===== src/sv/line_rasterizer_defines.svh =====
// Assertion macros shared by the line rasterizer modules.
// Each macro expects signals named clk and rst in the including module.
`ifndef LINE_RASTERIZER_DEFINES_SVH
`define LINE_RASTERIZER_DEFINES_SVH

// Same-cycle implication, checked outside reset.
`define LR_ASSERT_NOW(lbl, ante, cons, msg) \
  lbl: assert property (@(posedge clk) disable iff (rst) (ante) |-> (cons)) else $error(msg);

// Next-cycle implication, checked outside reset.
`define LR_ASSERT_NEXT(lbl, ante, cons, msg) \
  lbl: assert property (@(posedge clk) disable iff (rst) (ante) |=> (cons)) else $error(msg);

`endif


===== src/sv/lr_pkg.sv =====
// Package for the line rasterizer: command codes and the control struct
// that travels from the front end through the command queue. No dependencies.
package lr_pkg;

  localparam int COLOR_BITS = 32;

  typedef enum logic [0:0] {
    ACT_BEGIN = 1'b0,
    ACT_STEP  = 1'b1
  } action_t;

  typedef struct packed {
    action_t action;
    logic    steep;
    logic    minor_down;
  } lr_ctl_t;

endpackage


===== src/sv/lr_front.sv =====
// Front end of the line rasterizer: classifies input items and sets up a
// new line (axis swap, endpoint ordering, spans). Depends on lr_pkg.
module lr_front #(
  parameter int COORD_BITS = 12
) (
  input  logic                          action,
  input  logic [COORD_BITS-1:0]         x_start,
  input  logic [COORD_BITS-1:0]         y_start,
  input  logic [COORD_BITS-1:0]         x_end,
  input  logic [COORD_BITS-1:0]         y_end,
  output lr_pkg::lr_ctl_t               ctl,
  output logic [COORD_BITS-1:0]         major_pos,
  output logic [COORD_BITS-1:0]         major_end,
  output logic [COORD_BITS-1:0]         minor_pos,
  output logic [COORD_BITS-1:0]         major_span,
  output logic [COORD_BITS:0]           minor_step2
);

  logic [COORD_BITS-1:0] dx, dy;
  logic [COORD_BITS-1:0] a0, a1, b0, b1;
  logic [COORD_BITS-1:0] minor_first, minor_last;
  logic                  steep, reverse;

  always_comb begin
    dx    = (x_start > x_end) ? (x_start - x_end) : (x_end - x_start);
    dy    = (y_start > y_end) ? (y_start - y_end) : (y_end - y_start);
    steep = dx < dy;

    a0 = steep ? y_start : x_start;
    a1 = steep ? y_end   : x_end;
    b0 = steep ? x_start : y_start;
    b1 = steep ? x_end   : y_end;

    // Walk the major axis upward.
    reverse     = a0 > a1;
    major_pos   = reverse ? a1 : a0;
    major_end   = reverse ? a0 : a1;
    minor_first = reverse ? b1 : b0;
    minor_last  = reverse ? b0 : b1;

    // The spans are the two absolute differences, picked by the swap.
    major_span  = steep ? dy : dx;
    minor_step2 = {(steep ? dx : dy), 1'b0};
    minor_pos   = minor_first;

    ctl.action     = lr_pkg::action_t'(action);
    ctl.steep      = steep;
    ctl.minor_down = minor_last < minor_first;
  end

endmodule


===== src/sv/lr_queue.sv =====
// Short command queue between the line rasterizer front and back ends.
// Register-based FIFO with a fall-through read port. Uses the assertion header.
`include "line_rasterizer_defines.svh"

module lr_queue #(
  parameter int WIDTH = 8,
  parameter int DEPTH = 2
) (
  input  logic             clk,
  input  logic             rst,
  input  logic             push,
  input  logic [WIDTH-1:0] push_data,
  output logic             full,
  input  logic             pop,
  output logic             not_empty,
  output logic [WIDTH-1:0] pop_data
);

  localparam int PTR_W = $clog2(DEPTH);
  localparam int CNT_W = $clog2(DEPTH + 1);

  logic [WIDTH-1:0] slots [DEPTH];
  logic [PTR_W-1:0] wr_ptr, rd_ptr;
  logic [CNT_W-1:0] count;

  assign full      = (count == CNT_W'(DEPTH));
  assign not_empty = (count != '0);
  assign pop_data  = slots[rd_ptr];

  always_ff @(posedge clk) begin
    if (push) begin
      slots[wr_ptr] <= push_data;
    end
  end

  always_ff @(posedge clk) begin
    if (rst) begin
      wr_ptr <= '0;
      rd_ptr <= '0;
      count  <= '0;
    end else begin
      if (push) begin
        wr_ptr <= (wr_ptr == PTR_W'(DEPTH - 1)) ? '0 : wr_ptr + 1'b1;
      end
      if (pop) begin
        rd_ptr <= (rd_ptr == PTR_W'(DEPTH - 1)) ? '0 : rd_ptr + 1'b1;
      end
      if (push && !pop) begin
        count <= count + 1'b1;
      end else if (pop && !push) begin
        count <= count - 1'b1;
      end
    end
  end

  `LR_ASSERT_NOW(a_no_overflow, full, !push, "push into a full command queue")
  `LR_ASSERT_NOW(a_no_underflow, !not_empty, !pop, "pop from an empty command queue")
  `LR_ASSERT_NEXT(a_pop_drains, (pop && !push && count == CNT_W'(1)), !not_empty,
    "queue not empty after its last entry was popped")

endmodule


===== src/sv/lr_back.sv =====
// Back end of the line rasterizer: holds the line state, runs one Bresenham
// step per step command of a running line and drives the registered pixel output. Depends on lr_pkg.
`include "line_rasterizer_defines.svh"

module lr_back #(
  parameter int COORD_BITS = 12
) (
  input  logic                          clk,
  input  logic                          rst,
  input  logic                          cmd_valid,
  output logic                          cmd_pop,
  input  lr_pkg::lr_ctl_t               cmd_ctl,
  input  logic [COORD_BITS-1:0]         cmd_major_pos,
  input  logic [COORD_BITS-1:0]         cmd_major_end,
  input  logic [COORD_BITS-1:0]         cmd_minor_pos,
  input  logic [COORD_BITS-1:0]         cmd_major_span,
  input  logic [COORD_BITS:0]           cmd_minor_step2,
  input  logic [lr_pkg::COLOR_BITS-1:0] cmd_color,
  output logic                          out_valid,
  input  logic                          out_ready,
  output logic [COORD_BITS-1:0]         pixel_x,
  output logic [COORD_BITS-1:0]         pixel_y,
  output logic [lr_pkg::COLOR_BITS-1:0] pixel_color,
  output logic                          last_pixel
);

  localparam int EW = COORD_BITS + 3;

  logic                          busy;
  logic                          steep;
  logic [COORD_BITS-1:0]         major_pos;
  logic [COORD_BITS-1:0]         major_end;
  logic [COORD_BITS-1:0]         minor_pos;
  logic                          minor_down;
  logic [COORD_BITS-1:0]         major_span;
  logic [COORD_BITS:0]           minor_step2;
  logic [COORD_BITS+1:0]         error_acc;
  logic [lr_pkg::COLOR_BITS-1:0] held_color;

  logic                 is_begin, do_pixel, at_end, minor_move;
  logic signed [EW-1:0] e_sum, span_ext, e_next;

  always_comb begin
    is_begin = (cmd_ctl.action == lr_pkg::ACT_BEGIN);
    cmd_pop  = cmd_valid && (is_begin || !out_valid || out_ready);
    do_pixel = cmd_pop && !is_begin && busy;
    at_end   = (major_pos == major_end);

    e_sum      = $signed({error_acc[COORD_BITS+1], error_acc})
               + $signed({2'b00, minor_step2});
    span_ext   = $signed({3'b000, major_span});
    minor_move = e_sum > span_ext;
    e_next     = minor_move ? (e_sum - (span_ext <<< 1)) : e_sum;
  end

  always_ff @(posedge clk) begin
    if (rst) begin
      busy      <= 1'b0;
      out_valid <= 1'b0;
    end else begin
      if (out_valid && out_ready) begin
        out_valid <= 1'b0;
      end
      if (cmd_pop && is_begin) begin
        busy <= 1'b1;
      end else if (do_pixel) begin
        out_valid <= 1'b1;
        if (at_end) begin
          busy <= 1'b0;
        end
      end
    end
  end

  always_ff @(posedge clk) begin
    if (cmd_pop && is_begin) begin
      steep       <= cmd_ctl.steep;
      major_pos   <= cmd_major_pos;
      major_end   <= cmd_major_end;
      minor_pos   <= cmd_minor_pos;
      minor_down  <= cmd_ctl.minor_down;
      major_span  <= cmd_major_span;
      minor_step2 <= cmd_minor_step2;
      error_acc   <= '0;
      held_color  <= cmd_color;
    end else if (do_pixel) begin
      pixel_x     <= steep ? minor_pos : major_pos;
      pixel_y     <= steep ? major_pos : minor_pos;
      pixel_color <= held_color;
      last_pixel  <= at_end;
      if (!at_end) begin
        if (minor_move) begin
          minor_pos <= minor_down ? (minor_pos - 1'b1) : (minor_pos + 1'b1);
        end
        error_acc <= e_next[COORD_BITS+1:0];
        major_pos <= major_pos + 1'b1;
      end
    end
  end

  `LR_ASSERT_NOW(a_major_bound, busy, (major_pos <= major_end),
    "major coordinate ran past the line end")
  `LR_ASSERT_NOW(a_error_range, busy,
    (($signed(error_acc) >= -$signed({2'b00, major_span}))
      && ($signed(error_acc) <= $signed({2'b00, major_span}))),
    "error term left its range")
  `LR_ASSERT_NEXT(a_last_idles, (do_pixel && at_end), !busy,
    "engine still busy after the last pixel")
  `LR_ASSERT_NEXT(a_idle_step_silent, (cmd_pop && !is_begin && !busy), !out_valid,
    "step while idle produced a pixel")

endmodule


===== src/sv/line_rasterizer.sv =====
// Top level of the Bresenham line rasterizer: front end, command queue and
// back end. Depends on lr_pkg, lr_front, lr_queue and lr_back.
//
//  Channel  Direction  Handshake             Payload
//  in       input      in_valid / in_ready   action, x_start, y_start, x_end, y_end, pen_color
//  out      output     out_valid / out_ready pixel_x, pixel_y, pixel_color, last_pixel
//
// A begin item sets up its line in the front end before it is written into a
// two-entry command queue; a step is written into the same queue, and its pixel
// is registered at the back end output when the step is popped.
// The back end retires one command per cycle unless a held pixel is not taken, so
// with out_ready high the block sustains one pixel per clock on a run of steps; the
// combinational error update in the back end allows that rate.
// in_ready depends only on the queue fill, and the output register lets a
// new command run while the previous pixel is being taken.
// Reset (rst, synchronous, active high) empties the queue, drops any line in
// progress and clears the output valid.
module line_rasterizer #(
  parameter int COORD_BITS = 12
) (
  input  logic                          clk,
  input  logic                          rst,
  input  logic                          in_valid,
  output logic                          in_ready,
  input  logic                          action,
  input  logic [COORD_BITS-1:0]         x_start,
  input  logic [COORD_BITS-1:0]         y_start,
  input  logic [COORD_BITS-1:0]         x_end,
  input  logic [COORD_BITS-1:0]         y_end,
  input  logic [lr_pkg::COLOR_BITS-1:0] pen_color,
  output logic                          out_valid,
  input  logic                          out_ready,
  output logic [COORD_BITS-1:0]         pixel_x,
  output logic [COORD_BITS-1:0]         pixel_y,
  output logic [lr_pkg::COLOR_BITS-1:0] pixel_color,
  output logic                          last_pixel
);

  // Queue entry: control, four coordinate-wide fields, the doubled minor
  // span and the color.
  localparam int CTL_W   = $bits(lr_pkg::lr_ctl_t);
  localparam int ENTRY_W = CTL_W + 5 * COORD_BITS + 1 + lr_pkg::COLOR_BITS;

  lr_pkg::lr_ctl_t       f_ctl, q_ctl;
  logic [COORD_BITS-1:0] f_major_pos, f_major_end, f_minor_pos, f_major_span;
  logic [COORD_BITS:0]   f_minor_step2;
  logic [ENTRY_W-1:0]    push_data, pop_data;
  logic                  q_full, q_valid, q_pop, push;

  lr_front #(
    .COORD_BITS (COORD_BITS)
  ) u_front (
    .action      (action),
    .x_start     (x_start),
    .y_start     (y_start),
    .x_end       (x_end),
    .y_end       (y_end),
    .ctl         (f_ctl),
    .major_pos   (f_major_pos),
    .major_end   (f_major_end),
    .minor_pos   (f_minor_pos),
    .major_span  (f_major_span),
    .minor_step2 (f_minor_step2)
  );

  assign in_ready  = !q_full;
  assign push      = in_valid && !q_full;
  assign push_data = {f_ctl, f_major_pos, f_major_end, f_minor_pos, f_major_span,
                      f_minor_step2, pen_color};

  lr_queue #(
    .WIDTH (ENTRY_W),
    .DEPTH (2)
  ) u_queue (
    .clk       (clk),
    .rst       (rst),
    .push      (push),
    .push_data (push_data),
    .full      (q_full),
    .pop       (q_pop),
    .not_empty (q_valid),
    .pop_data  (pop_data)
  );

  assign q_ctl = lr_pkg::lr_ctl_t'(pop_data[ENTRY_W-1 -: CTL_W]);

  lr_back #(
    .COORD_BITS (COORD_BITS)
  ) u_back (
    .clk             (clk),
    .rst             (rst),
    .cmd_valid       (q_valid),
    .cmd_pop         (q_pop),
    .cmd_ctl         (q_ctl),
    .cmd_major_pos   (pop_data[ENTRY_W-CTL_W-1 -: COORD_BITS]),
    .cmd_major_end   (pop_data[ENTRY_W-CTL_W-COORD_BITS-1 -: COORD_BITS]),
    .cmd_minor_pos   (pop_data[ENTRY_W-CTL_W-2*COORD_BITS-1 -: COORD_BITS]),
    .cmd_major_span  (pop_data[ENTRY_W-CTL_W-3*COORD_BITS-1 -: COORD_BITS]),
    .cmd_minor_step2 (pop_data[lr_pkg::COLOR_BITS +: COORD_BITS+1]),
    .cmd_color       (pop_data[lr_pkg::COLOR_BITS-1:0]),
    .out_valid       (out_valid),
    .out_ready       (out_ready),
    .pixel_x         (pixel_x),
    .pixel_y         (pixel_y),
    .pixel_color     (pixel_color),
    .last_pixel      (last_pixel)
  );

endmodule


===== config.mk =====
export PLATFORM = sky130hd
export DESIGN_NAME = line_rasterizer
export DESIGN_NICKNAME = d
export VERILOG_FILES = /design/src/sv/lr_pkg.sv /design/src/sv/lr_front.sv /design/src/sv/lr_queue.sv /design/src/sv/lr_back.sv /design/src/sv/line_rasterizer.sv
export VERILOG_INCLUDE_DIRS = /design/src /design/src/sv
export SDC_FILE = /design/constraint.sdc
export NUM_CORES = 1
export LEC_CHECK = 0
export ABC_CLOCK_PERIOD_IN_PS = 9300
export BUFFER_PORTS_ARGS = -buffer_cell sky130_fd_sc_hd__buf_2
export CORE_UTILIZATION = 60
export CTS_BUF_LIST = sky130_fd_sc_hd__clkbuf_8 sky130_fd_sc_hd__clkbuf_16
export CTS_CLUSTER_SIZE = 24
export DETAILED_ROUTE_END_ITERATION = 6
export GPL_TIMING_DRIVEN = 0
export PLACE_DENSITY = 0.84
export SETUP_SLACK_MARGIN = 0.3
export SLEW_MARGIN = 20
export SYNTH_ARGS = -nofsm -noshare
export SYNTH_HDL_FRONTEND = slang
export SYNTH_SLANG_ARGS = --single-unit

===== constraint.sdc =====
create_clock -name clk -period 9.3 [get_ports clk]
set_input_delay 0.93 -clock clk [delete_from_list [all_inputs] [get_ports clk]]
set_output_delay 0.93 -clock clk [all_outputs]
set_load 0.005 [all_outputs]

### After elaboration in Yosys (flattened, before gate mapping)

Memory sizes are Yosys's and may differ from the RTL's. A register that Yosys moved wholly into a read port is not among the register bits.
Cells that the tools add are included.

* register bits: 172
* memory bits (writable): 190
* input port bits: 85
* logic and storage cells: 105
* memories kept: 1

* add/sub/neg operators: 13
* order comparisons: 6
* equal/unequal tests: 3
* muxes and demuxes: 37
* bitwise operators: 3
* reduce and logical (&&, ||, !) cells: 24

Memories
* u_queue.slots: depth 2, width 95, read ports 1, clocked after Yosys merged registers in 1, wr ports 1, RTL line lr_queue.sv:22 `logic [WIDTH-1:0] slots [DEPTH];`

Operators with widths (number)
* 12-bit 2-to-1 mux: 22
* 12-bit subtractor: 4
* 12-bit > comparator: 3
* 12-bit by 1-bit adder with 12-bit output, second input constant: 2
* 12-bit less-than comparator: 2
* 14-bit by 14-bit adder with 15-bit output: 1
* 15-bit by 13-bit > comparator with 1-bit output: 1
* 14-bit 2-to-1 mux: 1
* 14-bit subtractor: 1
* 12-bit equality test: 1
* 1-bit 2-to-1 mux: 12
* 12-bit by 1-bit subtractor with 12-bit output, second input constant: 1
* 2-bit nonzero test: 5
* 1-bit logical AND: 8
* 2-bit AND reduction: 4
* 1-bit zero test: 4
* 2-bit 2-to-1 mux: 2
* 1-bit NOT: 3
* 3-bit AND reduction: 1
* 1-bit adder, second input constant: 2
* 2-bit by 1-bit adder with 2-bit output, second input constant: 1
* 2-bit equality test, second input constant: 1
* 1-bit logical OR: 2
* 2-bit != test, second input constant: 1
* 2-bit by 1-bit subtractor with 2-bit output, second input constant: 1

### Logic depth before layout (Yosys ltp)

* depth after elaboration: 8
* depth in mapped cells: 44

### By module

From an unflattened synthesis, not the netlist that was laid out.

* cell total of the unflattened synthesis: 1556
* area total of the unflattened synthesis: 19939.1 um^2

By module, submodules not included
* lr_back: times used 1, cells each 605, area an instance 7993.9 um^2, seq. area each 4884.7 um^2
* lr_queue: times used 1, cells each 321, area an instance 7335.8 um^2, seq. area each 5865.6 um^2
* lr_front: times used 1, cells each 628, area an instance 4599.4 um^2, seq. area each 0.0 um^2
* line_rasterizer: times used 1, cells each 2, area an instance 10.0 um^2, seq. area each 0.0 um^2

### Worst setup path after synthesis

No wires, ideal clock.

* path kind: input-to-reg
* start: in y_start[0]
* end: mem u_queue.slots[0][92] (netlist name), data pin
* arrival time: 8.435 ns
* data required time: 9.137 ns
* path slack: 0.702 ns
* stages on the path: 42
* cells stage by stage: inv_1 -> ha_1 -> inv_1 -> fa_1 -> a211o_1 -> a21oi_1 -> a21oi_1 -> o21a_1 -> buf_6 -> mux2i_1 -> a221oi_2 -> o221a_4 -> xnor2_1 -> inv_1 -> ha_1 -> nand4_1 -> or3_1 -> a41oi_1 -> [... 6 more ...] -> a21o_1 -> a21o_1 -> a21oi_1 -> o21a_1 -> a21oi_1 -> clkbuf_1 -> clkbuf_1 -> mux2_2 -> ha_1 -> a21o_1 -> a21o_1 -> a21o_1 -> a21oi_1 -> nor2b_1 -> o21ai_0 -> nand2b_1 -> a221o_1 -> a31oi_1

RTL lines
* from (decl): RTL line line_rasterizer.sv:27 `input logic [COORD_BITS-1:0] y_start,`
* to (decl): RTL line lr_queue.sv:22

==> impl_metrics.yaml <==
run_status:
  outcome: "complete, but fails checks"
  violations: "design-rule violations"
floorplan:
  dieArea_um2: 32700
  die_y_um: 181
  boundaryPins: 144
  die_w_um: 181
  core.rowCount: 65
  initial_core_util_pct: 61.0
  coreArea_um2: 31500
detailed_routing:
  routed_via_density: 6.06
  drtIter0Drc: 1121
  drt_pass1_iterations: 7
  routed_wl_mm: 46.4
  drt.antenna.violating_nets: 0
  routedWlPerCell_um: 21.4
  routed-via-count: 13104
  drc: 2
yosys:
  synth.most_common_cell: "edfxtp_1"
  yosys-top-cells-count: "341 x edfxtp_1, 127 x a21oi_1, 127 x ha_1"
  ys_seq_area_share_pct: 55.4
  synth.distinct_cells: 75
  syn_nets: 1754
  syn-cell-area_um2: 19200
  ys.flop_type: "edfxtp_1"
  synth_top_area_share_pct: 53.4
  ys_top_cells_by_area: "edfxtp_1 53%, ha_1 8.3%, mux2_2 6.7%"
  synthCells: 1535
  yosys.area.top_type: "edfxtp_1"
  avgSynthCellArea_um2: 12.5
  yosysWarnings: 0
  synth_edf_count: 341
  synthArstFlopShare_pct: 0
  synth.ff_latch_count: 361
flow_run:
  maxCapViolCount: 0
global_route:
  grt_pass1_wl_mm: 72.1
  grt_max_degree: 51
  gr-total-overflow: 0
  grt_usage_pct: 28.5
  antenna_found_initial: 0
  grt_pass1_vias: 13366
clocking:
  clock-sinks: 361
  h-tree-depth: 2
  clk_path_buf_depth: 3
  clk_pin_slew_worst_paths_ns: 0.06
  cts_hold_buffers: 0
  ctsRootBufferMaster: "clkbuf_16"
  worst_skew_pair.late_latency_ns: 0.54
  cts_buffers: 36
  cts_tree: "yes"
critical_path:
  critPathMaxFanout: 10
  cpMostUsedCell: "a21o_1"
  critical_path_class: "primary input to register"
  crit_path_start_kind: "primary input"
  r2r_setup_slack_ns: 4.26
  critPathSlowestCell: "fa_1"
  end_kind: "register"
  worstPathArrival_ns: 8.97
  worstReg2RegStart: "u_back.minor_step2[1]$_DFFE_PP_"
  r2r_cells: 18
  r2r-end: "u_back.minor_pos[7]$_DFFE_PP_"
  required_ns: 9.65
  slowest_delay_ns: 0.40
timing:
  max_freq_mhz: 116
  period_share_pct: 92.7
  setup_viol: 0
  tightest_slew_ns: 0.997
  fin_setup_tns_ns: 0
  rsz0062_at_grt: "no"
  finalHoldViolations: 0
  hold_slack_ns: 0.407
  slew_headroom_pct: 33.3
  min_period_ns: 8.63
  slew_viol_final: 0
  clock_skew_ns: 0.0259
finish:
  multiInputGateArea_um2: 7990
  drive_above_1_share_pct: 22.4
  seqCellArea_um2: 10600
  syn2layout_area_growth_pct: 14.7
  num_antenna_cells: 0
  n_fill_cell: 2101
  fin_util_pct: 70.0
  nets: 1954
  final_cell_area_um2: 22000
placement:
  hpwlAfterDp_mm: 34.2
  place_area_um2: 20700
  port_buffers: 143
  place.gp.congestion: 0.977
power:
  netSwitchingFraction_pct: 38.9
  power_leakage_uw: 0.00879
  p_clk_share_pct: 16.9
  p_comb_share_pct: 49.6
  p_int_uw: 5060
  seq_power_share_pct: 33.5
  ir_drop_mv: 0.337
  p_switching_uw: 3220
  power_density_nw_per_um2: 376
hold_path:
  min_path_type: "register to register"
  holdPathStages: 0
  min_from: "u_back.held_color[15]$_DFFE_PP_"
  holdPathEnd: "u_back.pixel_color[15]$_DFFE_PP_"
## routing by layer
| layer | track usage [%] | share of wire (%) | vias up |
|---|---|---|---|
| li1 | - | - | 6083 |
| met1 | 37.0 | 42 | 6338 |
| met2 | 47.8 | 48 | 553 |
| met3 | 4.41 | 6.7 | 130 |
| met4 | 12.0 | 3.7 | 0 |
| met5 | 0 | 0 | - |
## sequential cells by signal, indices dropped and copies added (netlist names), 2 cells and up, named ones only
register / flops
u_back.pixel_x: 12
u_queue.slots: 190
u_back.minor_step2: 12
u_back.pixel_color: 32
u_back.minor_pos: 12
u_back.major_pos: 12
u_back.held_color: 32
u_back.major_end: 12
u_queue.count: 2
u_back.major_span: 12
u_back.pixel_y: 12
u_back.error_acc: 13
## through the flow
step | total power (µW) | setup slack [ns] | instances
6_report | 8280 | 0.675 | 2164
2_1_floorplan | 5570 | 0.702 | 1535
3_5_place_dp | 6690 | -1.26 | 2093
5_1_grt | 8740 | 0.249 | 2164
4_1_cts | 8160 | 0.372 | 2159
3_3_place_gp | 6490 | -1.05 | 2080
## power by group through the flow
stage	Sequential, µW	Combinational (µW)	Clock [µW]
after floorplan	2760	2810	0
after global placement	2830	3670	0
after detailed placement	2800	3880	0
after CTS	2770	3970	1420
after global routing	2810	4450	1480
final	2780	4100	1400
## worst max path at each step
stage / start / endpoint / slack [ns] / depth (start not counted)
floorplan: y_start[0] / u_queue.slots[0][92]$_DFFE_PP_ / 0.70 / 42
global placement: y_start[0] / u_queue.slots[0][92]$_DFFE_PP_ / -1.05 / 42
detailed placement: y_start[0] / u_queue.slots[1][92]$_DFFE_PP_ / -1.26 / 42
CTS: x_start[0] / u_queue.slots[1][92]$_DFFE_PP_ / 0.37 / 42
global route: x_start[0] / u_queue.slots[1][92]$_DFFE_PP_ / 0.25 / 42
finish: x_start[0] / u_queue.slots[1][92]$_DFFE_PP_ / 0.67 / 42
## layout make-up
| type | count | share of cell area [%] |
|---|---|---|
| Multi-Input combinational cell | 997 | 36.3 |
| Clock inverter | 25 | 0.892 |
| Inverter | 120 | 2.05 |
| Timing Repair Buffer | 162 | 4.45 |
| Clock buffer | 40 | 4.34 |
| Buffer | 57 | 1.38 |
| Sequential cell | 361 | 48.3 |
| Tap cell | 402 | 2.28 |
## what timing repair did
item	4_1_cts	5_1_grt
buffers inserted	1	5
pin swaps	1	4
resized for setup	22	36
endpoints found under the setup margin	2	2
## critical path, delay by kind of cell
kind,cells,cell delay (ns)
buffers and inverters,8,1.25
xor gates and xnor gates,1,0.26
muxes,2,0.67
AOI/OAI and AO/OA,21,3.80
adders and majority gates,5,1.49
and+or+nand+nor,5,0.54
## logic make-up (layout without fill, tap and decap cells)
family / Yosys count / in the layout / share of synthesized area [%]
DFF: 361 / 361 / 55.4
AOI/OAI and AO/OA: 308 / 308 / 10.2
muxes: 211 / 211 / 11.8
and+or+nand+nor: 273 / 273 / 6.70
buffers and inverters: 177 / 404 / 3.65
xor gates and xnor gates: 71 / 71 / 3.24
adders and majority gates: 134 / 134 / 9.01
## cells in the final DEF, fill, tap and decap left out, drive strengths merged, types with 21 or more instances in the layout
master / instances
xnor2: 51
mux2i: 96
nand2: 53
o21ai: 56
a21oi: 127
ha: 127
clkbuf: 73
buf: 186
nor2: 117
a21o: 23
edfxtp: 341
mux2: 115
nand3: 21
inv: 129
Note: power is estimated with default switching activity, not from simulation.
